File: src/hw/rtl/smbr_pkg.sv
package smbr_pkg;

   localparam logic [63:0] GAMMA = 64'h9E3779B97F4A7C15;
   localparam logic [63:0] MUL1  = 64'hBF58476D1CE4E5B9;
   localparam logic [63:0] MUL2  = 64'h94D049BB133111EB;
   localparam int unsigned SH1   = 30;
   localparam int unsigned SH2   = 27;
   localparam int unsigned SH3   = 31;

   typedef enum logic [1:0] {
      CMD_LOAD    = 2'd0,
      CMD_RAW     = 2'd1,
      CMD_BOUNDED = 2'd2
   } cmd_type;

   typedef enum logic [1:0] {
      OUT_ZERO = 2'd0,
      OUT_RAW  = 2'd1,
      OUT_REM  = 2'd2
   } out_sel_type;

   typedef struct packed {
      logic        accept;
      logic        load_seed;
      logic        mix_start;
      logic        div_start;
      logic        div_sel_limit;
      logic        limit_load;
      logic        out_load;
      out_sel_type out_sel;
   } dp_cmd_type;

   typedef struct packed {
      logic bound_zero;
      logic mix_done;
      logic div_done;
      logic keep;
      logic out_free;
   } dp_stat_type;

endpackage

File: src/hw/rtl/smbr_ctrl.sv
module smbr_ctrl (
   input  logic                    clock,
   input  logic                    reset,
   input  logic                    req_valid,
   output logic                    req_ready,
   input  logic [1:0]              req_cmd,
   input  smbr_pkg::dp_stat_type   stat,
   output smbr_pkg::dp_cmd_type    cmd
);

   typedef enum logic [2:0] {
      S_IDLE,
      S_RAW_MIX,
      S_LSTART,
      S_LIMIT,
      S_DRAW,
      S_REDUCE,
      S_OUT
   } state_type;

   state_type              state_ff, state_in;
   smbr_pkg::out_sel_type  out_sel_ff, out_sel_in;

   assign req_ready = (state_ff == S_IDLE);

   always_comb begin
      state_in          = state_ff;
      out_sel_in        = out_sel_ff;
      cmd               = '0;
      cmd.out_sel       = out_sel_ff;
      cmd.accept        = req_valid && req_ready;
      unique case (state_ff)
         S_IDLE: begin
            if (req_valid) begin
               unique case (smbr_pkg::cmd_type'(req_cmd))
                  smbr_pkg::CMD_LOAD: begin
                     cmd.load_seed = 1'b1;
                  end
                  smbr_pkg::CMD_RAW: begin
                     cmd.mix_start = 1'b1;
                     state_in      = S_RAW_MIX;
                  end
                  smbr_pkg::CMD_BOUNDED: begin
                     if (stat.bound_zero) begin
                        out_sel_in = smbr_pkg::OUT_ZERO;
                        state_in   = S_OUT;
                     end else begin
                        state_in   = S_LSTART;
                     end
                  end
                  default: begin
                  end
               endcase
            end
         end
         S_RAW_MIX: begin
            if (stat.mix_done) begin
               out_sel_in = smbr_pkg::OUT_RAW;
               state_in   = S_OUT;
            end
         end
         S_LSTART: begin
            cmd.div_start     = 1'b1;
            cmd.div_sel_limit = 1'b1;
            state_in          = S_LIMIT;
         end
         S_LIMIT: begin
            if (stat.div_done) begin
               cmd.limit_load = 1'b1;
               cmd.mix_start  = 1'b1;
               state_in       = S_DRAW;
            end
         end
         S_DRAW: begin
            if (stat.mix_done) begin
               if (stat.keep) begin
                  cmd.div_start = 1'b1;
                  state_in      = S_REDUCE;
               end else begin
                  cmd.mix_start = 1'b1;
               end
            end
         end
         S_REDUCE: begin
            if (stat.div_done) begin
               out_sel_in = smbr_pkg::OUT_REM;
               state_in   = S_OUT;
            end
         end
         S_OUT: begin
            if (stat.out_free) begin
               cmd.out_load = 1'b1;
               state_in     = S_IDLE;
            end
         end
         default: begin
            state_in = S_IDLE;
         end
      endcase
   end

   always_ff @(posedge clock) begin
      if (reset) begin
         state_ff   <= S_IDLE;
         out_sel_ff <= smbr_pkg::OUT_ZERO;
      end else begin
         state_ff   <= state_in;
         out_sel_ff <= out_sel_in;
      end
   end

endmodule

File: src/hw/rtl/smbr_dp.sv
module smbr_dp (
   input  logic                    clock,
   input  logic                    reset,
   input  logic [63:0]             req_seed_value,
   input  logic [63:0]             req_upper_bound,
   output logic                    rsp_valid,
   input  logic                    rsp_ready,
   output logic [63:0]             rsp_random_value,
   input  smbr_pkg::dp_cmd_type    cmd,
   output smbr_pkg::dp_stat_type   stat
);

   logic [63:0] gen_ff, gen_in;
   logic [63:0] bound_ff;
   logic [63:0] limit_ff;

   // mixer: one 32x32 multiplier, eight steps per draw
   logic [63:0] mix_a_ff, mix_acc_ff, raw_ff;
   logic [3:0]  step_ff;
   logic        mix_run_ff, mix_done_ff;
   logic [31:0] mul_a, mul_b;
   logic [63:0] product;
   logic [63:0] gen_step;

   // radix-2 remainder unit
   logic [63:0] dvd_ff, rem_ff;
   logic [5:0]  cnt_ff;
   logic        div_run_ff, div_done_ff;
   logic [64:0] trial;
   logic [64:0] trial_diff;

   logic        rsp_valid_ff;
   logic [63:0] rsp_value_ff;

   assign gen_step = gen_ff + smbr_pkg::GAMMA;
   assign gen_in   = cmd.load_seed ? req_seed_value :
                     (cmd.mix_start ? gen_step : gen_ff);

   always_comb begin
      mul_a = mix_a_ff[31:0];
      mul_b = smbr_pkg::MUL1[31:0];
      case (step_ff)
         4'd1: begin
            mul_a = mix_a_ff[31:0];
            mul_b = smbr_pkg::MUL1[31:0];
         end
         4'd2: begin
            mul_a = mix_a_ff[31:0];
            mul_b = smbr_pkg::MUL1[63:32];
         end
         4'd3: begin
            mul_a = mix_a_ff[63:32];
            mul_b = smbr_pkg::MUL1[31:0];
         end
         4'd5: begin
            mul_a = mix_a_ff[31:0];
            mul_b = smbr_pkg::MUL2[31:0];
         end
         4'd6: begin
            mul_a = mix_a_ff[31:0];
            mul_b = smbr_pkg::MUL2[63:32];
         end
         4'd7: begin
            mul_a = mix_a_ff[63:32];
            mul_b = smbr_pkg::MUL2[31:0];
         end
         default: begin
         end
      endcase
   end

   assign product = 64'(mul_a) * 64'(mul_b);

   always_ff @(posedge clock) begin
      if (reset) begin
         gen_ff      <= '0;
         mix_run_ff  <= 1'b0;
         mix_done_ff <= 1'b0;
         step_ff     <= '0;
      end else begin
         gen_ff      <= gen_in;
         mix_done_ff <= 1'b0;
         if (cmd.mix_start) begin
            mix_run_ff <= 1'b1;
            step_ff    <= 4'd1;
         end else if (mix_run_ff) begin
            if (step_ff == 4'd8) begin
               mix_run_ff  <= 1'b0;
               mix_done_ff <= 1'b1;
            end
            step_ff <= step_ff + 4'd1;
         end
      end
   end

   always_ff @(posedge clock) begin
      if (cmd.mix_start) begin
         mix_a_ff <= gen_step ^ (gen_step >> smbr_pkg::SH1);
      end else if (mix_run_ff) begin
         case (step_ff)
            4'd1, 4'd5: begin
               mix_acc_ff <= product;
            end
            4'd2, 4'd3, 4'd6, 4'd7: begin
               mix_acc_ff[63:32] <= mix_acc_ff[63:32] + product[31:0];
            end
            4'd4: begin
               mix_a_ff <= mix_acc_ff ^ (mix_acc_ff >> smbr_pkg::SH2);
            end
            4'd8: begin
               raw_ff <= mix_acc_ff ^ (mix_acc_ff >> smbr_pkg::SH3);
            end
            default: begin
            end
         endcase
      end
   end

   assign trial      = {rem_ff, dvd_ff[63]};
   assign trial_diff = trial - {1'b0, bound_ff};

   always_ff @(posedge clock) begin
      if (reset) begin
         div_run_ff  <= 1'b0;
         div_done_ff <= 1'b0;
         cnt_ff      <= '0;
      end else begin
         div_done_ff <= 1'b0;
         if (cmd.div_start) begin
            div_run_ff <= 1'b1;
            cnt_ff     <= '0;
         end else if (div_run_ff) begin
            cnt_ff <= cnt_ff + 6'd1;
            if (cnt_ff == 6'd63) begin
               div_run_ff  <= 1'b0;
               div_done_ff <= 1'b1;
            end
         end
      end
   end

   always_ff @(posedge clock) begin
      if (cmd.div_start) begin
         dvd_ff <= cmd.div_sel_limit ? (64'd0 - bound_ff) : raw_ff;
         rem_ff <= '0;
      end else if (div_run_ff) begin
         dvd_ff <= {dvd_ff[62:0], 1'b0};
         rem_ff <= trial_diff[64] ? trial[63:0] : trial_diff[63:0];
      end
   end

   always_ff @(posedge clock) begin
      if (cmd.accept) begin
         bound_ff <= req_upper_bound;
      end
      if (cmd.limit_load) begin
         limit_ff <= rem_ff;
      end
   end

   always_ff @(posedge clock) begin
      if (reset) begin
         rsp_valid_ff <= 1'b0;
      end else if (cmd.out_load) begin
         rsp_valid_ff <= 1'b1;
      end else if (rsp_ready) begin
         rsp_valid_ff <= 1'b0;
      end
   end

   always_ff @(posedge clock) begin
      if (cmd.out_load) begin
         case (cmd.out_sel)
            smbr_pkg::OUT_RAW: rsp_value_ff <= raw_ff;
            smbr_pkg::OUT_REM: rsp_value_ff <= rem_ff;
            default:           rsp_value_ff <= '0;
         endcase
      end
   end

   assign rsp_valid        = rsp_valid_ff;
   assign rsp_random_value = rsp_value_ff;

   assign stat.bound_zero = (req_upper_bound == 64'd0);
   assign stat.mix_done   = mix_done_ff;
   assign stat.div_done   = div_done_ff;
   assign stat.keep       = (raw_ff >= limit_ff);
   assign stat.out_free   = !rsp_valid_ff || rsp_ready;

endmodule

File: src/hw/rtl/splitmix64_bounded_rng_top.sv
// SplitMix64 generator with unbiased bounded draws. Command 0 loads the seed
// and returns nothing; command 3 is accepted and ignored. Command 1 raises
// rsp_valid with one raw draw: the output mix runs through a single shared
// 32x32 multiplier, three partial products per 64-bit multiply. Command 2
// with a nonzero bound repeats draws until one is kept (almost always the
// first): a radix-2 remainder unit, one bit per cycle, first computes the
// rejection threshold (2^64 mod bound) and then reduces the kept draw. A zero
// bound returns 0 and leaves the state unchanged. One item is in work at a
// time; the next one is accepted in the cycle after the result is loaded, and
// the result sits in an output register so the next item can be accepted
// while it waits.
module splitmix64_bounded_rng_top (
   input  logic        clock,
   input  logic        reset,
   input  logic        req_valid,
   output logic        req_ready,
   input  logic [1:0]  req_cmd,
   input  logic [63:0] req_seed_value,
   input  logic [63:0] req_upper_bound,
   output logic        rsp_valid,
   input  logic        rsp_ready,
   output logic [63:0] rsp_random_value
);

   smbr_pkg::dp_cmd_type  cmd;
   smbr_pkg::dp_stat_type stat;

   smbr_ctrl u_ctrl (
      .clock     (clock),
      .reset     (reset),
      .req_valid (req_valid),
      .req_ready (req_ready),
      .req_cmd   (req_cmd),
      .stat      (stat),
      .cmd       (cmd)
   );

   smbr_dp u_dp (
      .clock            (clock),
      .reset            (reset),
      .req_seed_value   (req_seed_value),
      .req_upper_bound  (req_upper_bound),
      .rsp_valid        (rsp_valid),
      .rsp_ready        (rsp_ready),
      .rsp_random_value (rsp_random_value),
      .cmd              (cmd),
      .stat             (stat)
   );

endmodule

File: config.mk
export PLATFORM = sky130hd
export DESIGN_NAME = splitmix64_bounded_rng_top
export DESIGN_NICKNAME = d
export VERILOG_FILES = /design/src/hw/rtl/smbr_pkg.sv /design/src/hw/rtl/smbr_ctrl.sv /design/src/hw/rtl/smbr_dp.sv /design/src/hw/rtl/splitmix64_bounded_rng_top.sv
export SDC_FILE = /design/constraint.sdc
export NUM_CORES = 2
export LEC_CHECK = 0
export BUFFER_PORTS_ARGS = -buffer_cell sky130_fd_sc_hd__buf_2
export CAP_MARGIN = 20
export CORE_MARGIN = 2
export CORE_UTILIZATION = 50
export DETAILED_ROUTE_END_ITERATION = 6
export PLACE_DENSITY = 0.77
export SLEW_MARGIN = 10
export SYNTH_ARGS = -nofsm -noshare
export SYNTH_HDL_FRONTEND = slang
export SYNTH_SLANG_ARGS = --single-unit
export TNS_END_PERCENT = 100
File: constraint.sdc
create_clock -name clock -period 12.9 [get_ports clock]
set_clock_uncertainty 0.15 [all_clocks]
set_input_delay 1.29 -clock clock [delete_from_list [all_inputs] [get_ports clock]]
set_output_delay 1.29 -clock clock [all_outputs]
set_load 0.05 [all_outputs]
Word level (Yosys, flattened, before mapping). Index checks and enable logic that the tools add are counted.

Output and inout port bits: 66. Register bits: 596. Word-level logic and storage cells: 145.

Mux-type cells: 55. $lt $le $gt $ge: 1. Reductions and logical operators: 27. $mul: 1. Bitwise gates (word level): 6. Equality and inequality tests: 29. Add/sub/neg operators: 6.

Operators with widths (number): 64-bit 2-to-1 mux (9); 64-bit one-hot mux with 2 select lines (1); 32-bit one-hot mux with 3 select lines (1); 65-bit by 64-bit subtractor with 65-bit output (1); 64-bit adder (second input constant) (1); 64-bit greater-or-equal comparator (1); 64-bit zero test (1); 32-bit by 32-bit multiplier with 64-bit output (1); 32-bit one-hot mux with 2 select lines (1); 1-bit by 64-bit subtractor with 64-bit output (first input constant) (1); 64-bit by 33-bit bitwise XOR with 64-bit output (1); 64-bit by 34-bit bitwise XOR with 64-bit output (1); 64-bit by 37-bit bitwise XOR with 64-bit output (1); 32-bit adder (1); 32-bit 2-to-1 mux (1); 3-bit 2-to-1 mux (8); 1-bit 2-to-1 mux (22); 3-bit one-hot mux with 7 select lines (1); 4-bit by 3-bit equality test with 1-bit output (second input constant) (4); 2-bit 2-to-1 mux (7); 2-bit nonzero test (6); 2-bit != test (second input constant) (5); 2-bit OR reduction (5); 3-bit equality test (second input constant) (3); other kinds (29) (41).

Depth between registers and ports, before layout.
Word-level depth: 6. Mapped depth: 43. Gate-level depth less buffers: 40.

By module. A second synthesis with hierarchy kept.

Cell total of the unflattened synthesis: 6480. Area total of the unflattened synthesis: 63068.0 um^2.

By module, submodules not included: smbr_dp (sequential area each 16315.6 um^2, area an instance 62602.5 um^2, times used 1, cells each 6422); smbr_ctrl (sequential area each 100.1 um^2, area an instance 465.4 um^2, times used 1, cells each 58).

Worst setup path before layout. OpenSTA, ideal clock, no wires.

Kind: register to register. From: register u_dp.step_ff[0]. To: register u_dp.mix_acc_ff[63] (data pin). Data required time: 12.477 ns. Data arrival time: 9.494 ns. Cell stages (with the launch flop): 39. Slack: 2.983 ns. Cells stage by stage: dfxtp_1 > ha_1 > clkbuf_1 > nand2_1 > buf_1 > mux2i_1 > inv_1 > nand2_1 > inv_1 > nor2_1 > fa_1 > fa_1 > fa_1 > fa_1 > inv_1 > fa_1 > inv_1 > fa_1 > [3 not listed] > fa_1 > inv_1 > ha_1 > a21oi_1 > o221ai_1 > nor3_1 > o21ai_0 > and2_1 > nor2_1 > ha_1 > and3_1 > nand2_1 > o221ai_1 > o21a_1 > o21a_1 > nor2_1 > xnor2_1 > mux2i_1.

Cells in the longest elaborated chain, start to end: 6. Elaborated cells on any way between the ends: 15. Those cells by class: add/sub: 1; mul: 1; eq/ne: 6; mux: 3; reduce/logical: 4.

RTL lines: start: declaration (line smbr_dp.sv:19) `logic [3:0] step_ff;`; start signal: assignment (line smbr_dp.sv:91) `step_ff <= step_ff + 4'd1;`; 4-bit by 3-bit equality test with 1-bit output / 4-bit by 2-bit equality test with 1-bit output (equally long branches) (line smbr_dp.sv:42) `case (step_ff)`; 2-bit OR reduction (no line); 32-bit one-hot mux with 3 select lines / 32-bit 2-to-1 mux (equally long branches) (line smbr_dp.sv:42); 32-bit by 32-bit multiplier with 64-bit output * (line smbr_dp.sv:72) `assign product = 64'(mul_a) * 64'(mul_b);`; named net u_dp.product[28] (line smbr_dp.sv:22) `logic [63:0] product;`; 32-bit adder * (line smbr_dp.sv:105) `mix_acc_ff[63:32] <= mix_acc_ff[63:32] + product[31:0];`; 32-bit one-hot mux with 2 select lines * (line smbr_dp.sv:100) `case (step_ff)`; end signal: assignment (line smbr_dp.sv:102) `mix_acc_ff <= product;`; end signal: assignment (line smbr_dp.sv:105); end: declaration (line smbr_dp.sv:18) `logic [63:0] mix_a_ff, mix_acc_ff, raw_ff;`.

The timed path passes the listed nets; every way through them passes the cells marked *. A chain may end at the register's enable or synchronous reset.

Worst setup path in the final report. Ends and elaborated chain as after synthesis.

==> impl_metrics.csv <==
group,metric,value,unit
clocking,clk_pin_slew,0.06,ns
sta,rsz0062_at_grt,"no",
yosys,synth-compound-area-share,0.1183,
sta,tns,0,ns
cells_and_area,layout_common_cells,"1,066 x inv_1, 826 x fa_1, 636 x nor2_1, 498 x ha_1, 448 x edfxtp_1",
clocking,cts_setup_buffers,0,
clocking,cts_tree,"done",
yosys,ys_seq_area_frac,0.2607,
worst_setup_path,cpMostUsedCell,"fa_1",
sta,hold_ws,0.3631,ns
clocking,ctsResizeCount,0,
run_status,outcome,"finished, final reports clean",
hold_path,min_from,"u_dp.gen_ff[1]",
worst_setup_path,cp_slowest_cell,"mux2_2",
grt,track_usage,0.3457,
cells_and_area,area_growth,8.339,%
yosys,netlist_area,62970,µm²
yosys,netlist_instances,6451,
worst_setup_path,worstPathRequired,13.12,ns
grt,grt_pass1_vias,50618,
floorplan,fp-row-count,130,
yosys,synth_area_per_cell,9.762,µm²
yosys,synth_edf_count,448,
hold_path,hold_depth,2,
yosys,synth_top_family_by_area,"adder cells",
cells_and_area,nets,8008,
floorplan,fp.coreArea,125200,µm²
sta,setup_violations,0,
yosys,synthAdderAreaFrac,0.3619,
worst_setup_path,critPathMaxFanout,20,
grt,grt_max_degree,120,
grt,grt_pass1_wl,330900,µm
drt,num_vias,49668,
sta,hold_viol,0,
drt,routed_wl,223400,µm
sta,min_period,11.73,ns
grt,overflow,0,
placement,hpwl,180900,µm
job,cap_violations,0,
worst_setup_path,critPathKind,"flip-flop to flip-flop",
hold_path,hold_path_end,"u_dp.gen_ff[1]",
hold_path,hold_path_class,"flip-flop to flip-flop",
drt,wire_per_inst,27.07,µm
sta,max-slew-margin-rel,0.2520,
placement,gp_congestion,1.029,
clocking,clkSinkCount,596,
cells_and_area,antenna_cells,0,
clocking,cts_buffer_depth,3,
yosys,yosys_most_used_dff,"edfxtp_1",
worst_setup_path,crit_arrival,11.95,ns
worst_setup_path,timing.rr.end,"u_dp.mix_acc_ff[63]",
drt,drt_iter0_markers,5606,
floorplan,die_area,128800,µm²
cells_and_area,final_common_cell,"inv_1",
worst_setup_path,max_stage_delay,0.78,ns
cells_and_area,utilization,0.5447,
clocking,root_buffer,"clkbuf_16",
worst_setup_path,r2r_slack,1.17,ns
cells_and_area,drive_gt1_frac,0.07242,
placement,dp.cells,8126,
sta,period_share,0.9091,
clocking,clock_latency,0.66,ns
floorplan,die_y,358.9,µm
clocking,cts_made_buffers,68,
drt,drcViolationCount,0,
sta,tightest_slew,1.122,ns
floorplan,initial_core_util,0.5028,
yosys,ys_ff_latch,596,
yosys,synthArstFlopShare,0,
drt,drtAntennaViolNets,0,
worst_setup_path,reg2reg_from,"u_dp.step_ff[0]",
worst_setup_path,end_kind,"flip-flop",
placement,port-buffer-count,199,
yosys,synth_cell_type_count,87,
drt,drtPass1Iterations,6,
worst_setup_path,critPathLaunchType,"flip-flop",
floorplan,die_w,358.9,µm
sta,fmax,85.27,MHz
grt,antenna_found_initial,8,
clocking,postCtsHoldBufs,0,
yosys,synth-simple-area-share,0.1080,
sta,maxSlewViolCount,0,
floorplan,pin_count,200,
yosys,yosysWarnings,0,
cells_and_area,finalNonFillerCells,8250,
worst_setup_path,worstRegToRegCells,35,
drt,avgViaCountPerCell,6.020,
yosys,synthMuxAreaShare,0.01715,
clocking,cts_max_level,3,
yosys,synthXorXnorAreaFrac,0.05450,
[routing by layer]
metal	wire length, µm	track usage	vias up	share of wire
li1	-	-	21602	-
met1	84680	0.4422	24764	0.38
met2	103900	0.5635	2772	0.47
met3	22180	0.07402	520	0.099
met4	12520	0.1589	10	0.056
met5	69	0	-	0.00031
[cell type report]
type                    instances  area (µm²)
clock buffers                  84        1822
clock inverters                38       554.3
fillers                     11216       57020
inverters                    1080        4054
multi-input cells            4532       41740
flip-flops and latches        596       16420
well taps                    1650        2064
repair buffers                270        1569
[worst max-delay path by stage]
stage                          startpoint  slack [ns]  cells after the start                   to
final                     u_dp.step_ff[0]        1.17                     35  u_dp.mix_acc_ff[63]
after global routing      u_dp.step_ff[1]        0.88                     35  u_dp.mix_acc_ff[63]
after CTS                 u_dp.step_ff[0]        1.38                     35  u_dp.mix_acc_ff[63]
after detailed placement  u_dp.step_ff[0]        1.40                     35  u_dp.mix_acc_ff[63]
after global placement    u_dp.step_ff[0]        1.25                     39  u_dp.mix_acc_ff[63]
after floorplan           u_dp.step_ff[0]        2.98                     38  u_dp.mix_acc_ff[63]
[Yosys cell counts, types with 8 or more instances]
library cell / n / area (µm²)
inv_1: 1067 / 4005
fa_1: 826 / 16540
nor2_1: 641 / 2406
ha_1: 500 / 6256
edfxtp_1: 448 / 13450
nand2_1: 432 / 1622
a21oi_1: 382 / 1912
o21ai_0: 263 / 1316
xnor2_1: 216 / 1892
clkbuf_1: 202 / 758.2
xor2_1: 174 / 1524
dfxtp_1: 148 / 2963
a21o_1: 141 / 1059
mux2i_1: 82 / 820.8
nor3_1: 79 / 395.4
a22oi_1: 65 / 488.0
nand3_1: 61 / 305.3
or3_1: 60 / 375.4
nand4_1: 58 / 362.9
a211oi_1: 47 / 352.8
o21bai_1: 37 / 277.8
a311oi_1: 36 / 315.3
nor4_1: 36 / 225.2
and3_1: 33 / 206.5
a31oi_1: 31 / 193.9
nor2b_1: 25 / 156.4
mux2_2: 23 / 259.0
nand2b_1: 23 / 143.9
o22ai_1: 22 / 137.6
buf_1: 21 / 78.83
buf_2: 20 / 100.1
o21a_1: 20 / 150.1
o211ai_1: 19 / 142.6
and2_1: 18 / 112.6
o31ai_1: 14 / 105.1
and4_1: 12 / 105.1
a31o_2: 10 / 87.58
or2_2: 10 / 62.56
o221ai_1: 9 / 78.83
clkinv_1: 8 / 30.03
nand3b_1: 8 / 60.06
[through the flow]
step,setup slack [ns],cell area (µm²)
floorplan,2.983,62980
global placement,1.252,65780
detailed placement,1.403,65800
CTS,1.380,68180
global route,0.8816,68220
finish,1.173,68220
[worst max-delay path: cells and delay by family, from the launching register on]
| family | cells | cell delay, ns |
|---|---|---|
| AOI/OAI and AO/OA | 12 | 2.59 |
| xor gates and xnor gates | 2 | 0.34 |
| adders and majority gates | 11 | 4.93 |
| buffers and inverters | 5 | 0.79 |
| DFF | 1 | 0.41 |
| muxes | 2 | 0.86 |
| and+or+nand+nor | 3 | 1.35 |
[flip-flops by register name, indices dropped and copies added (netlist names), 2 cells and up]
register	cells
u_dp.mix_a_ff	64
u_ctrl.state_ff	3
u_dp.cnt_ff	6
u_dp.raw_ff	64
u_dp.rsp_random_value	64
u_dp.mix_acc_ff	64
u_dp.bound_ff	64
u_ctrl.out_sel_ff	2
u_dp.dvd_ff	64
u_dp.rem_ff	64
u_dp.gen_ff	64
u_dp.limit_ff	64
u_dp.step_ff	4
[cells by family after synthesis]
logic type / count (synthesis)
other: 1
muxes: 105
and+or+nand+nor: 1524
buffers and inverters: 1324
xor gates and xnor gates: 391
DFF: 596
AOI/OAI and AO/OA: 1184
adders and majority gates: 1326
Power is not shown: default switching activity piles up to over one toggle a cycle in this logic, so the estimate is an artifact.
